`src/hdl/fsf_pkg.sv`:
```
// Shared types, widths and helpers for the frame store drawing engine.
`default_nettype none

package fsf_pkg;

    localparam int ACT_W   = 2;   // command code
    localparam int POS_W   = 13;  // signed position fields
    localparam int LEN_W   = 12;  // width, height, radius
    localparam int PIX_W   = 32;  // pixel word
    localparam int CW      = 13;  // clipped screen coordinate, 0..screen width or height
    localparam int DW      = 14;  // signed coordinate sums and differences
    localparam int SQ_W    = 2 * DW;

    localparam int DEF_SCREEN_WIDTH  = 256;
    localparam int DEF_SCREEN_HEIGHT = 256;

    typedef enum logic [ACT_W-1:0] {
        ACT_FILL    = 2'd0,
        ACT_OUTLINE = 2'd1,
        ACT_CIRCLE  = 2'd2,
        ACT_READ    = 2'd3
    } t_action;

    // Clamp a signed coordinate into 0..hi.
    function automatic logic [CW-1:0] fsf_clip(input logic signed [DW-1:0] v,
                                               input logic [CW-1:0] hi);
        logic [CW-1:0] res;
        if (v < 0) begin
            res = '0;
        end else if (v > $signed({1'b0, hi})) begin
            res = hi;
        end else begin
            res = v[CW-1:0];
        end
        return res;
    endfunction

endpackage

`default_nettype wire

```
`src/hdl/fsf_mul.sv`:
```
// Shared signed multiplier with a registered product.
`default_nettype none

module fsf_mul (
    input  wire logic                            i_clk,
    input  wire logic signed [fsf_pkg::DW-1:0]   i_a,
    input  wire logic signed [fsf_pkg::DW-1:0]   i_b,
    output logic signed [fsf_pkg::SQ_W-1:0]      o_p
);
    import fsf_pkg::*;

    logic signed [SQ_W-1:0] r_p;

    always_ff @(posedge i_clk) begin
        r_p <= i_a * i_b;
    end

    assign o_p = r_p;

endmodule

`default_nettype wire

```
`config.mk`:
```
export PLATFORM = sky130hd
export DESIGN_NAME = fsf_mul
export DESIGN_NICKNAME = d
export VERILOG_FILES = /design/src/hdl/fsf_pkg.sv /design/src/hdl/fsf_mul.sv
export SDC_FILE = /design/constraint.sdc
export NUM_CORES = 1
export LEC_CHECK = 0
export BUFFER_PORTS_ARGS = -buffer_cell sky130_fd_sc_hd__buf_2
export CORE_UTILIZATION = 30
export DETAILED_ROUTE_END_ITERATION = 8
export HOLD_SLACK_MARGIN = 0.08
export PLACE_DENSITY = 0.53
export SLEW_MARGIN = 20
export SYNTH_ARGS = -nofsm -noshare
export SYNTH_HDL_FRONTEND = slang
export SYNTH_SLANG_ARGS = --single-unit
```
`constraint.sdc`:
```
create_clock -name i_clk -period 8.4 [get_ports i_clk]
set_input_delay 1.68 -clock i_clk [delete_from_list [all_inputs] [get_ports i_clk]]
set_output_delay 1.68 -clock i_clk [all_outputs]
set_load 0.02 [all_outputs]
```
==> summary.txt <==
Placed design
  – Dpl cells: 1,256
  – DP Wirelength: 15,570 um
  – Place WS: 1.048 ns
  – Port bufs: 56
  – Placer Congestion: 0.7883

Clock network
  – Total CTS buffers: 3
  – CTS clk-pin slew, worst paths: 0.07 ns
  – CTS tree: done
  – Setup repair bufs after CTS: 0
  – H-tree levels: 1
  – Root Driver: clkbuf_16
  – Hold_buf cts: 0
  – Sink Count: 28
  – CTS resizes: 0
  – Clock Path Buffers: 2

Synthesis
  – FFs w/ async S/R, synth: 0
  – Synth area leaders: fa_1 47%, ha_1 10%, inv_1 9.7%, and2_1 7.9%, dfxtp_1 6.8%
  – Area of the mapped netlist: 8269 um2
  – Count leader, synth: inv_1
  – Netlist cell types: 43
  – Synth top area share: 0.4721
  – Area leader, netlist: fa_1
  – Number of flops mapped to enable cells by yosys: 0
  – Seq/Total Area, Yosys: 0.06779
  – Synth top cells by count: 214 x inv_1, 195 x fa_1, 104 x and2_1, 92 x nand2_1, 67 x ha_1
  – Register bit total from synthesis: 28
  – Synth Instances: 892
  – Main synth FF type: dfxtp_1
  – Synth Area per Inst: 9.270 um2
  – Warnings from Yosys: 0
  – Post-Syn Nets: 1,183

Worst setup path
  – CP max FO: 14
  – Slowest-stage cell, CP: fa_1
  – Setup crit start kind: input pin
  – Buf/Inv on CP: 5
  – CP peak stage delay: 0.75 ns
  – Crit path capture type: flop
  – Worst path required time: 8.58 ns
  – Data arrival, critical path: 7.35 ns
  – Worst path top cell family by delay: adder cells
  – Crit-path most repeated cell: fa_1
  – Critical path class: input pin to flop
  – Worst path cell trace: buf_2 > nand2_1 > fa_1 > fa_1 > inv_1 > fa_1 > fa_1 > fa_1 > inv_1 > fa_1 > inv_1 > ha_1 > inv_1 > o21bai_1 > nand4_1 > o21ai_1 > o21ai_0 > a211oi_1

GRT
  – Number of global-route vias before repair: 6,453
  – Largest net degree at the start of global routing: 17
  – Initial antenna violation count: 0
  – First-pass GRT wire length: 32,040 um
  – Grt total ovfl: 0
  – Overall routing resource usage: 0.1425

Floorplanning
  – Ports: 57
  – Die Width: 168.0 um
  – FP Rows: 60
  – Core ar.: 27,030 um2
  – Full die area: 28,230 um2
  – Die Y: 168.0 um
  – Initial Util: 0.3060

Final layout
  – Share of cells above drive strength 1: 0.07291
  – Final cell count without fillers: 1,260
  – Max FFs per register: 28
  – Multi-input logic area: 6779 um2
  – Diode count: 0
  – Nets: 1,211
  – Reg area: 560.5 um2
  – Fillers: 2,888
  – Area growth syn-to-layout: 8.292%

Timing
  – Measured slew at the worst slew-check pin: 0.5595 ns
  – Max_slew headroom: 0.6266
  – Final setup margin: 1.226 ns
  – RSZ-0062 raised after global routing: false
  – Final critical-path required period: 7.174 ns
  – Final hold violations: 0
  – Final Max Tran Viols: 0
  – Sum Neg Setup Slack: 0 ns
  – Crit share post-route: 0.8540
  – F_max: 139.4 MHz
  – Setup-failing EPs final: 0

Route
  – 1st-iter DRT viols: 187
  – DRC: 0
  – Wirelength per Cell: 14.35 um
  – Vias per cell: 4.560
  – First-pass iteration count of the detailed router: 5
  – Number of vias in the routed layout: 5,746
  – DRT Wirelength: 18,090 um
  – Antenna-violating nets left: 0

Min path
  – Type of the most critical hold path: input pin to flop

Flow run
  – Max-cap viol count: 0

Status
  – Status: finished, final reports clean
-- worst paths after layout --
path,from,to,slack (ns),cells past startpoint
worst min-delay path,i_a[0],o_p[0],1.84,2
worst max-delay path,i_a[13],o_p[27],1.23,18
-- routing by layer --
layer  track usage  wire length [um]  up-vias
met3       0.01528               431       14
li1              -                 -     2680
met2        0.2667              9515       86
met5             0                 0        -
met1        0.1803              7969     2966
met4       0.01675               169        0
-- layout make-up --
| class | instances | area share |
|---|---|---|
| multi-input combinational | 617 | 0.7570 |
| clock inverter | 1 | 0.003353 |
| clock buffer | 3 | 0.008383 |
| sequential | 28 | 0.06260 |
| inverter | 214 | 0.08970 |
| timing repair buffer | 56 | 0.03130 |
| tap | 341 | 0.04765 |
-- placed cells by master (no fill, tap or decap), types with 2 or more instances in the layout --
cell         n
and2_1     104
nand2b_1    10
xor2_1       5
o21ai_1      6
nor2_1      22
and3_1       2
a31oi_1      4
o21a_1       7
dfxtp_1     28
o21bai_1     4
o21ai_0     17
fa_1       195
a211oi_2     2
nor3_1       4
a21o_1       6
a21oi_1     18
clkbuf_16    3
nand3_1      4
a211oi_1     5
a41oi_1      2
inv_1      214
nand4_1      2
buf_2       56
ha_1        67
nand2_1     92
xnor2_1     24
-- logic make-up (layout without fill, tap and decap cells) --
kind of cell             after synthesis  after routing  synth area share
AO/OA/AOI/OAI                         80             80           0.06340
AND/OR/NAND/NOR                      246            246            0.1522
flip-flops                            28             28           0.06779
buffers and inverters                247            274            0.1124
adder cells (fa/ha/maj)              262            262            0.5735
XOR/XNOR                              29             29           0.03072
-- through the flow --
step / utilization / instance area (um2) / hold WS (ns)
2_1_floorplan: - / 8269 / 1.807
3_3_place_gp: 0.3275 / 8850 / 2.097
5_1_grt: 0.3313 / 8955 / 1.836
4_1_cts: 0.3313 / 8955 / 1.827
3_5_place_dp: 0.3275 / 8850 / 2.095
6_report: 0.3313 / 8955 / 1.842
Power is not shown: default switching activity piles up to over one toggle a cycle in this logic, so the estimate is an artifact.
